### src/rtl/ctrgb_pkg.sv
// Shared types, constants and tables for the colour temperature to RGB unit.
// Used by every cell module and by the top level; depends on nothing.
`default_nettype none
package ctrgb_pkg;

  localparam int unsigned CHANNEL_BITS = 8;
  localparam logic [CHANNEL_BITS-1:0] FULL_SCALE = {CHANNEL_BITS{1'b1}};

  localparam int unsigned LOG_STEPS  = 30;
  localparam int unsigned EXP_TERMS  = 16;
  localparam int unsigned DIV_STEPS  = 25;
  localparam int unsigned FLG_DEPTH  = LOG_STEPS + 5;
  localparam int unsigned CTX_DEPTH  = 3 * EXP_TERMS + DIV_STEPS + 1;
  localparam int unsigned NSTAGE     = 1 + LOG_STEPS + 6 + 3 * EXP_TERMS + DIV_STEPS + 3;

  localparam logic [30:0] Q30_ONE     = 31'd1073741824;
  localparam logic [27:0] LN2_Q28     = 28'd186065279;
  localparam logic [29:0] LN2_Q30     = 30'd744261118;
  localparam logic [23:0] GREEN_LOG_A = 24'd6518919;
  localparam logic [27:0] GREEN_LOG_B = 28'd10559132;
  localparam logic [23:0] BLUE_LOG_A  = 24'd9077898;
  localparam logic [27:0] BLUE_LOG_B  = 28'd19991416;
  localparam logic [24:0] RED_POW_C   = 25'd21607136;
  localparam logic [27:0] RED_POW_P   = 28'd143027521;
  localparam logic [24:0] GREEN_POW_C = 25'd18882375;
  localparam logic [27:0] GREEN_POW_P = 28'd81083452;
  localparam logic [24:0] RECIP_255   = 25'd16843009;

  typedef struct packed {
    logic [30:0] m;
    logic [3:0]  e;
    logic [29:0] frac;
  } log_t;

  typedef struct packed {
    logic [30:0] term;
    logic [30:0] sum;
    logic [29:0] y;
    logic [4:0]  k;
  } exp_t;

  typedef struct packed {
    logic [30:0] rem;
    logic [30:0] dvs;
    logic [24:0] quo;
  } div_t;

  typedef struct packed {
    logic lo;
    logic bfull;
    logic bzero;
    logic smalla;
    logic smallb;
  } flags_t;

  typedef struct packed {
    logic        lo;
    logic        bfull;
    logic        bzero;
    logic [27:0] ga;
    logic [27:0] bb;
    logic [1:0]  ipr;
    logic [1:0]  ipg;
  } ctx_t;

  // Evaluated at elaboration only, mirroring the squaring log.
  function automatic logic [33:0] log2_q30_const(input logic [15:0] n);
    logic [63:0] m;
    logic [33:0] res;
    int          e;
    e = 0;
    for (int j = 0; j < 15; j++) begin
      if ((n >> (j + 1)) != 16'd0) e = j + 1;
    end
    m   = 64'(n) << (30 - e);
    res = 34'(e) << 30;
    for (int i = 29; i >= 0; i--) begin
      m = (m * m) >> 30;
      if (m >= (64'd1 << 31)) begin
        m = m >> 1;
        res[i] = 1'b1;
      end
    end
    return res;
  endfunction

  localparam logic [33:0] LOG2_100 = log2_q30_const(16'd100);

  // floor(2^32 / k); for k of one the all-ones word, fixed by the correction step.
  function automatic logic [31:0] recip_k(input logic [4:0] k);
    logic [31:0] r;
    case (k)
      5'd1:    r = 32'hFFFFFFFF;
      5'd2:    r = 32'd2147483648;
      5'd3:    r = 32'd1431655765;
      5'd4:    r = 32'd1073741824;
      5'd5:    r = 32'd858993459;
      5'd6:    r = 32'd715827882;
      5'd7:    r = 32'd613566756;
      5'd8:    r = 32'd536870912;
      5'd9:    r = 32'd477218588;
      5'd10:   r = 32'd429496729;
      5'd11:   r = 32'd390451572;
      5'd12:   r = 32'd357913941;
      5'd13:   r = 32'd330382099;
      5'd14:   r = 32'd306783378;
      5'd15:   r = 32'd286331153;
      5'd16:   r = 32'd268435456;
      default: r = 32'd0;
    endcase
    return r;
  endfunction

endpackage
`default_nettype wire

### src/rtl/ctrgb_log_cell.sv
// One squaring step of the base-2 logarithm: yields one fraction bit.
// Depends on ctrgb_pkg.
`default_nettype none
module ctrgb_log_cell (
  input  wire logic            clk,
  input  wire logic            en,
  input  wire ctrgb_pkg::log_t d_i,
  output ctrgb_pkg::log_t      d_o
);
  import ctrgb_pkg::*;

  logic [61:0] sq;
  logic [31:0] t;
  log_t        d_nxt;
  log_t        d_r;

  always_comb begin
    sq = 62'(d_i.m) * 62'(d_i.m);
    t  = sq[61:30];
    d_nxt.e = d_i.e;
    if (t[31]) begin
      d_nxt.m    = t[31:1];
      d_nxt.frac = {d_i.frac[28:0], 1'b1};
    end else begin
      d_nxt.m    = t[30:0];
      d_nxt.frac = {d_i.frac[28:0], 1'b0};
    end
  end

  always_ff @(posedge clk) begin
    if (en) d_r <= d_nxt;
  end

  assign d_o = d_r;

endmodule
`default_nettype wire

### config.mk
export PLATFORM = sky130hd
export DESIGN_NAME = ctrgb_log_cell
export DESIGN_NICKNAME = d
export VERILOG_FILES = /design/src/rtl/ctrgb_pkg.sv /design/src/rtl/ctrgb_log_cell.sv
export SDC_FILE = /design/constraint.sdc
export NUM_CORES = 2
export LEC_CHECK = 0
export ABC_AREA = 1
export BUFFER_PORTS_ARGS = -buffer_cell sky130_fd_sc_hd__buf_2
export CORE_MARGIN = 2
export CORE_UTILIZATION = 50
export CTS_BUF_LIST = sky130_fd_sc_hd__clkbuf_8
export DETAILED_ROUTE_END_ITERATION = 12
export PLACE_DENSITY = 0.74
export SYNTH_ARGS = -nofsm -noshare
export SYNTH_HDL_FRONTEND = slang
export SYNTH_SLANG_ARGS = --single-unit
### constraint.sdc
create_clock -name clk -period 9.86 [get_ports clk]
set_clock_uncertainty 0.05 [all_clocks]
set_input_delay 2.958 -clock clk [delete_from_list [all_inputs] [get_ports clk]]
set_output_delay 2.958 -clock clk [all_outputs]
set_load 0.01 [all_outputs]
==> metrics.cfg <==
[timing]
final-hold-violation-count = 0
fin_crit_sh_pct = 97.0
fin_setup_tns_ns = 0
slew_headroom_pct = 45.4
max_slew.worst_pin.slew_ns = 0.819
timing.fmax_mhz = 105
min_period_ns = 9.57
setup_viol = 0
slew_violations = 0

[global_route]
grt-ovfl-total = 0
grt_pass1_wl_mm = 123
grt_max_degree = 66
track_usage_pct = 23.7
grt_antenna_before_repair = 0
grt_pass1_vias = 25200

[placement]
place_congestion = 0.940
port_buffers = 130
hpwl_mm = 64.8

[cells_and_area]
diodes = 0
nets = 5176
largest_reg_flops = 65
drive_gt1_share_pct = 7.59
synthToLayoutAreaGrowth_pct = 8.09

[yosys]
yosys.area.top_type = fa_1
netlist_top_cells_count = inv_1 (1338), nand2_1 (1044), fa_1 (747), ha_1 (269), nor2_1 (105)
synth_area_leaders = fa_1 (47%), inv_1 (16%), nand2_1 (12%)
yosys_warnings = 0
synth_edf_count = 65
yosysSeqAreaShare_pct = 6.18
yosys.area.top_type_share_pct = 47.4
synth.most_common_cell = inv_1
synth-seq-cells = 65
ys_types = 35
syn_inst = 3924
async_flop_share_pct = 0
synth.net_count = 5007
syn_area_um2 = 31600
synth.avg_cell_area_um2 = 8.04
ys.flop_type = edfxtp_1

[routing]
drtAntennaViolNets = 0
drt_iter0_drc = 1329
via_count = 23400
avgViaCountPerCell = 4.73
wire_per_inst_um = 14.5
drtPass1Iterations = 6
drc = 0
wirelength_mm = 71.8

[critical_path]
required_ns = 9.90
startpoint_type = input pin
end_kind = register
critPathMaxFanout = 22
startpoint = d_i[39]
crit_arrival_ns = 9.61
criticalPathCategory = in2reg

[floorplan]
initial_utilization_pct = 50.3
die_area_um2 = 65200
fp.dieW_um = 255
ios = 132
die_h_um = 255
num_rows = 92
fp.coreArea_um2 = 62700

[clock_network]
post_cts_buffers = 0
cts_sinks = 65
postCtsHoldBufs = 0
cts_tree = built
cts_inserted_buffers = 9
clk_path_buf_depth = 2
htreeDepth = 3
root_buffer = clkbuf_8
path_clk_slew_ns = 0.08

[run]
max_cap_viol_count = 0

[run_status]
outcome = finished clean

[worst_hold_path]
hold_start = d_i[0]
hp-class = in2reg

[cell type report]
class | instances | area (um2)
multi-input combinational | 2416 | 24200
timing repair buffer | 259 | 1710
fill | 5734 | 28600
clock buffer | 9 | 124
tap | 846 | 1060
clock inverter | 7 | 77.6
inverter | 1342 | 5040
sequential | 65 | 1950
[cell families (layout without fill, tap and decap cells)]
logic type / after synthesis / in the layout / synth area share [%]
AO/OA/AOI/OAI: 94 / 94 / 1.63
XOR/XNOR: 31 / 31 / 0.860
adder cells (fa/ha/maj): 1016 / 1016 / 58.0
buffers and inverters: 1443 / 1617 / 17.3
flip-flops: 65 / 65 / 6.18
AND/OR/NAND/NOR: 1275 / 1275 / 16.0
[routing by layer]
metal	routed length (um)	GRT usage, %	vias to the layer above
met5	0	0	-
met2	36400	42.0	579
met4	1860	5.61	0
met3	3500	2.21	113
li1	-	-	11300
met1	30000	31.4	11400
[stage by stage]
stage / util, % / cell area [um2] / setup slack (ns) / cells / hold slack, ns
2_1_floorplan: - / 31600 / 0.244 / 3924 / 3.01
3_3_place_gp: 54.0 / 33900 / -0.0118 / 4928 / 3.08
3_5_place_dp: 54.0 / 33900 / -0.0795 / 4928 / 3.09
4_1_cts: 54.3 / 34100 / 0.269 / 4944 / 2.72
5_1_grt: 54.4 / 34100 / -0.00198 / 4944 / 2.71
6_report: 54.4 / 34100 / 0.295 / 4944 / 2.74
[cells in the final DEF, fill, tap and decap left out, types with 17 or more instances in the layout]
cell type and n:
buf_2 123, inv_1 1338, fa_1 747, ha_1 269
nand2_1 1044, xor2_1 21, nor2_1 104, nand3_1 63
edfxtp_1 65, a21oi_1 58, buf_4 123, o21ai_0 17
[worst max-delay path, cell delays in order]
cell and delay [ns]:
buf_2 0.42, nand2_1 0.18, fa_1 0.56, inv_1 0.06, fa_1 0.48, fa_1 0.52, inv_1 0.06, fa_1 0.48
inv_1 0.05, fa_1 0.50, fa_1 0.51, fa_1 0.50, inv_1 0.05, fa_1 0.47, inv_1 0.04, ha_1 0.31
nand2_2 0.06, buf_4 0.13, nor2_2 0.14, and2_2 0.21, nand2_2 0.10, nor3_2 0.12, nand2_1 0.14, nand3_1 0.13
nand2_2 0.10, buf_12 0.17, nand2_1 0.08, nand2_1 0.06
[what timing repair did]
action / CTS / global route
resized for setup: 0 / 9
endpoints found under the hold margin: 0 / 0
endpoints found under the setup margin: 0 / 31
[worst paths after layout]
check                 endpoint  slack, ns  cells after the start
worst max-delay path   d_o[43]       0.29                     28
worst min-delay path    d_o[1]       2.74                      1
Power is not shown: default switching activity piles up to over one toggle a cycle in this logic, so the estimate is an artifact.
