### config.mk
export PLATFORM = sky130hd
export DESIGN_NAME = ctrgb_div_cell
export DESIGN_NICKNAME = d
export VERILOG_FILES = /design/src/rtl/ctrgb_pkg.sv /design/src/rtl/ctrgb_div_cell.sv
export SDC_FILE = /design/constraint.sdc
export NUM_CORES = 1
export LEC_CHECK = 0
export ABC_AREA = 1
export BUFFER_PORTS_ARGS = -buffer_cell sky130_fd_sc_hd__buf_2
export CAP_MARGIN = 30
export CORE_MARGIN = 3
export CORE_UTILIZATION = 37
export DETAILED_ROUTE_END_ITERATION = 10
export PLACE_DENSITY = 0.62
export RECOVER_POWER = 50
export SETUP_SLACK_MARGIN = 0.3
export SLEW_MARGIN = 10
export SYNTH_ARGS = -nofsm -noshare
export SYNTH_HDL_FRONTEND = slang
export SYNTH_SLANG_ARGS = --single-unit
export TNS_END_PERCENT = 20
### constraint.sdc
create_clock -name clk -period 3.9 [get_ports clk]
set_input_delay 0.195 -clock clk [delete_from_list [all_inputs] [get_ports clk]]
set_output_delay 0.195 -clock clk [all_outputs]
set_load 0.005 [all_outputs]
### src/rtl/ctrgb_pkg.sv
// Shared types, constants and tables for the colour temperature to RGB unit.
// Used by every cell module and by the top level; depends on nothing.
`default_nettype none
package ctrgb_pkg;

  localparam int unsigned CHANNEL_BITS = 8;
  localparam logic [CHANNEL_BITS-1:0] FULL_SCALE = {CHANNEL_BITS{1'b1}};

  localparam int unsigned LOG_STEPS  = 30;
  localparam int unsigned EXP_TERMS  = 16;
  localparam int unsigned DIV_STEPS  = 25;
  localparam int unsigned FLG_DEPTH  = LOG_STEPS + 5;
  localparam int unsigned CTX_DEPTH  = 3 * EXP_TERMS + DIV_STEPS + 1;
  localparam int unsigned NSTAGE     = 1 + LOG_STEPS + 6 + 3 * EXP_TERMS + DIV_STEPS + 3;

  localparam logic [30:0] Q30_ONE     = 31'd1073741824;
  localparam logic [27:0] LN2_Q28     = 28'd186065279;
  localparam logic [29:0] LN2_Q30     = 30'd744261118;
  localparam logic [23:0] GREEN_LOG_A = 24'd6518919;
  localparam logic [27:0] GREEN_LOG_B = 28'd10559132;
  localparam logic [23:0] BLUE_LOG_A  = 24'd9077898;
  localparam logic [27:0] BLUE_LOG_B  = 28'd19991416;
  localparam logic [24:0] RED_POW_C   = 25'd21607136;
  localparam logic [27:0] RED_POW_P   = 28'd143027521;
  localparam logic [24:0] GREEN_POW_C = 25'd18882375;
  localparam logic [27:0] GREEN_POW_P = 28'd81083452;
  localparam logic [24:0] RECIP_255   = 25'd16843009;

  typedef struct packed {
    logic [30:0] m;
    logic [3:0]  e;
    logic [29:0] frac;
  } log_t;

  typedef struct packed {
    logic [30:0] term;
    logic [30:0] sum;
    logic [29:0] y;
    logic [4:0]  k;
  } exp_t;

  typedef struct packed {
    logic [30:0] rem;
    logic [30:0] dvs;
    logic [24:0] quo;
  } div_t;

  typedef struct packed {
    logic lo;
    logic bfull;
    logic bzero;
    logic smalla;
    logic smallb;
  } flags_t;

  typedef struct packed {
    logic        lo;
    logic        bfull;
    logic        bzero;
    logic [27:0] ga;
    logic [27:0] bb;
    logic [1:0]  ipr;
    logic [1:0]  ipg;
  } ctx_t;

  // Evaluated at elaboration only, mirroring the squaring log.
  function automatic logic [33:0] log2_q30_const(input logic [15:0] n);
    logic [63:0] m;
    logic [33:0] res;
    int          e;
    e = 0;
    for (int j = 0; j < 15; j++) begin
      if ((n >> (j + 1)) != 16'd0) e = j + 1;
    end
    m   = 64'(n) << (30 - e);
    res = 34'(e) << 30;
    for (int i = 29; i >= 0; i--) begin
      m = (m * m) >> 30;
      if (m >= (64'd1 << 31)) begin
        m = m >> 1;
        res[i] = 1'b1;
      end
    end
    return res;
  endfunction

  localparam logic [33:0] LOG2_100 = log2_q30_const(16'd100);

  // floor(2^32 / k); for k of one the all-ones word, fixed by the correction step.
  function automatic logic [31:0] recip_k(input logic [4:0] k);
    logic [31:0] r;
    case (k)
      5'd1:    r = 32'hFFFFFFFF;
      5'd2:    r = 32'd2147483648;
      5'd3:    r = 32'd1431655765;
      5'd4:    r = 32'd1073741824;
      5'd5:    r = 32'd858993459;
      5'd6:    r = 32'd715827882;
      5'd7:    r = 32'd613566756;
      5'd8:    r = 32'd536870912;
      5'd9:    r = 32'd477218588;
      5'd10:   r = 32'd429496729;
      5'd11:   r = 32'd390451572;
      5'd12:   r = 32'd357913941;
      5'd13:   r = 32'd330382099;
      5'd14:   r = 32'd306783378;
      5'd15:   r = 32'd286331153;
      5'd16:   r = 32'd268435456;
      default: r = 32'd0;
    endcase
    return r;
  endfunction

endpackage
`default_nettype wire

### src/rtl/ctrgb_div_cell.sv
// One restoring division step: yields one quotient bit.
// Depends on ctrgb_pkg.
`default_nettype none
module ctrgb_div_cell (
  input  wire logic            clk,
  input  wire logic            en,
  input  wire ctrgb_pkg::div_t d_i,
  output ctrgb_pkg::div_t      d_o
);
  import ctrgb_pkg::*;

  logic [31:0] t;
  logic        ge;
  div_t        d_nxt;
  div_t        d_r;

  always_comb begin
    t  = {d_i.rem, 1'b0};
    ge = (t >= {1'b0, d_i.dvs});
    d_nxt.dvs = d_i.dvs;
    d_nxt.rem = ge ? 31'(t - {1'b0, d_i.dvs}) : t[30:0];
    d_nxt.quo = {d_i.quo[23:0], ge};
  end

  always_ff @(posedge clk) begin
    if (en) d_r <= d_nxt;
  end

  assign d_o = d_r;

endmodule
`default_nettype wire

==> out/qor.csv <==
metric,value,unit
first_iter_violations,235,
ys_types,28,
cts_root_buf,clkbuf_16,
cp_max_fo,32,
gp_congestion,0.839,
hold_viol,0,
htree_num_levels,3,
vias,4841,
required,4.12,ns
internal_power,0.00183,W
clockBufferDepth,2,
gr-total-overflow,0,
power_leakage,3.69,nW
syn_area_per_cell,7.79,µm²
ir_worst_vdd,214,µV
coreArea,14200,µm²
hold_buffers,0,
first_pass_iters,4,
cap_violations,1,
crit_top_cell,nand2_1,
routed_via_density,4.50,
min_from,d_i[19],
switchingPower,0.000799,W
grt_use_total,18.3,%
rows,43,
detail-route-antenna-nets,0,
final_util,48.1,%
fin_nets,1011,
postCtsSetupBuffers,0,
grt_pass1_vias,4687,
path_class,primary input to flip-flop,
yosysWarnings,0,
pwr_density_cell,385,nW/µm²
max_freq,399,MHz
worstMarginPinSlew,1.64,ns
critPathLaunch,d_i[25],
synth_cells,708,
io_buffers,174,
netlist_area,5510,µm²
crit_path_end_kind,flip-flop,
cts_tree,built,
die_w,128,µm
cts.sink_count,87,
pwr-share-seq,44.6,%
synth_seq_cells,87,
avgRoutedWirePerCell,13.5,µm
drc,0,
violations,"max-capacitance violations, max-slew violations",
areaGrowthSynthToFinish,24.0,%
clk_pin_slew,0.07,ns
diodes,0,
setup_viol,0,
arrival,2.72,ns
swShare,30.4,%
die_h,128,µm
io_pins,176,
yosysSeqAreaShare,47.4,%
slew_violations,68,
postCtsResizedCells,0,
finalPower,0.00263,W
grt_max_degree,68,
tns,0,ns
design_area,6840,µm²
largest_reg_flops,87,
max-slew-margin-rel,-9.41,%
placed_area,6560,µm²
drive_gt1_share,20.1,%
start_util,38.8,%
path_cells,"clkbuf_1, inv_1, fa_1, nand3_1, nand3_2, nand2_1, nand2_2, nand2_1, nand3_1, nand2_1, nand2_4, inv_2, nand2_1, nand2_1",
grt_pass1_wl,23500,µm
final_cell_mix,"296 x nand2_1, 150 x buf_2, 143 x inv_1, 87 x edfxtp_1, 41 x nand3_1",
power.clock.fraction,32.1,%
synth_fp_nets,829,
crit_slowest_cell,inv_2,
status,"complete, but fails checks",
totalWireLength,14500,µm
dieArea,16400,µm²
dp_hpwl,11500,µm
crit_path_start_kind,primary input,
p_comb_share,23.4,%
antenna_found_initial,0,
cpPeakStageDelay,0.55,ns
rsz0062_at_grt,no,
layout_commonest_cell,nand2_1,
fin_crit_sh,64.2,%
hold_path_class,primary input to flip-flop,
numCtsBuffers,9,
layout_min_cycle_time,2.51,ns
==> critical path, delay by kind of cell <==
family,cells,cell delay (ns)
and+or+nand+nor,10,1.20
buffers and inverters,3,0.77
adders and majority gates,1,0.52
==> cell type report <==
| class | count | area, µm² |
|---|---|---|
| fillers | 1492 | 7370 |
| clock inverters | 6 | 53.8 |
| inverters | 145 | 544 |
| flip-flops and latches | 87 | 2610 |
| multi-input cells | 470 | 2300 |
| well taps | 180 | 225 |
| clock buffers | 10 | 229 |
| repair buffers | 177 | 870 |
==> worst paths after layout <==
path                       endpoint  depth (start not counted)
hold / removal    d_o[20]$_DFFE_PP_                          1
setup / recovery  d_o[81]$_DFFE_PP_                         14
==> layer usage <==
layer  wire length (µm)  track usage (%)  vias up
met5                  0                0        -
met2               6450             28.8      124
met1               7020             25.7     2139
met4                137             3.93        0
met3                870             4.33       10
li1                   -                -     2568
==> through the flow <==
| step | hold WS (ns) | setup slack (ns) | cells |
|---|---|---|---|
| 2_1_floorplan | 0.294 | 2.00 | 708 |
| 3_3_place_gp | 0.371 | 1.07 | 1057 |
| 3_5_place_dp | 0.373 | 1.02 | 1057 |
| 4_1_cts | 0.00199 | 1.37 | 1073 |
| 5_1_grt | 0.00227 | 1.08 | 1075 |
| 6_report | 0.0179 | 1.39 | 1075 |
==> cell families after synthesis <==
logic type / share of synthesized area [%]
AND/OR/NAND/NOR: 29.8
buffers and inverters: 10.9
flip-flops: 47.4
adder cells (fa/ha/maj): 7.40
AO/OA/AOI/OAI: 2.16
XOR/XNOR: 2.38
==> power groups by stage <==
stage	Sequential [W]	Clock [W]	Combinational, W
floorplan	0.00121	0	0.000349
global placement	0.00119	0	0.000617
detailed placement	0.00119	0	0.000624
CTS	0.00117	0.000868	0.000627
global route	0.00118	0.000911	0.000710
finish	0.00117	0.000843	0.000615
==> Yosys cell counts <==
cell      count  area share, %
a21oi_1      15            1.4
a21oi_2       1           0.16
and2_1        4           0.45
buf_4         3           0.41
buf_6         3           0.61
clkinv_1      1          0.068
edfxtp_1     87             47
fa_1          1           0.36
ha_1         31            7.0
inv_1       143            9.7
inv_2         1          0.068
nand2_1     296             20
nand2_2       3           0.34
nand2_4       1           0.20
nand3_1      41            3.7
nand3_2       1           0.18
nand3b_1      3           0.41
nand4_1       7           0.79
nor2_1       38            2.6
nor2_2        4           0.45
nor2_4        1           0.20
nor3_1        2           0.18
o21a_1        1           0.14
o21ai_1       1          0.091
o21bai_1      3           0.41
or2_2         1           0.11
xnor2_1       1           0.16
xor2_1       14            2.2
Note: power is estimated with default switching activity, not from simulation.
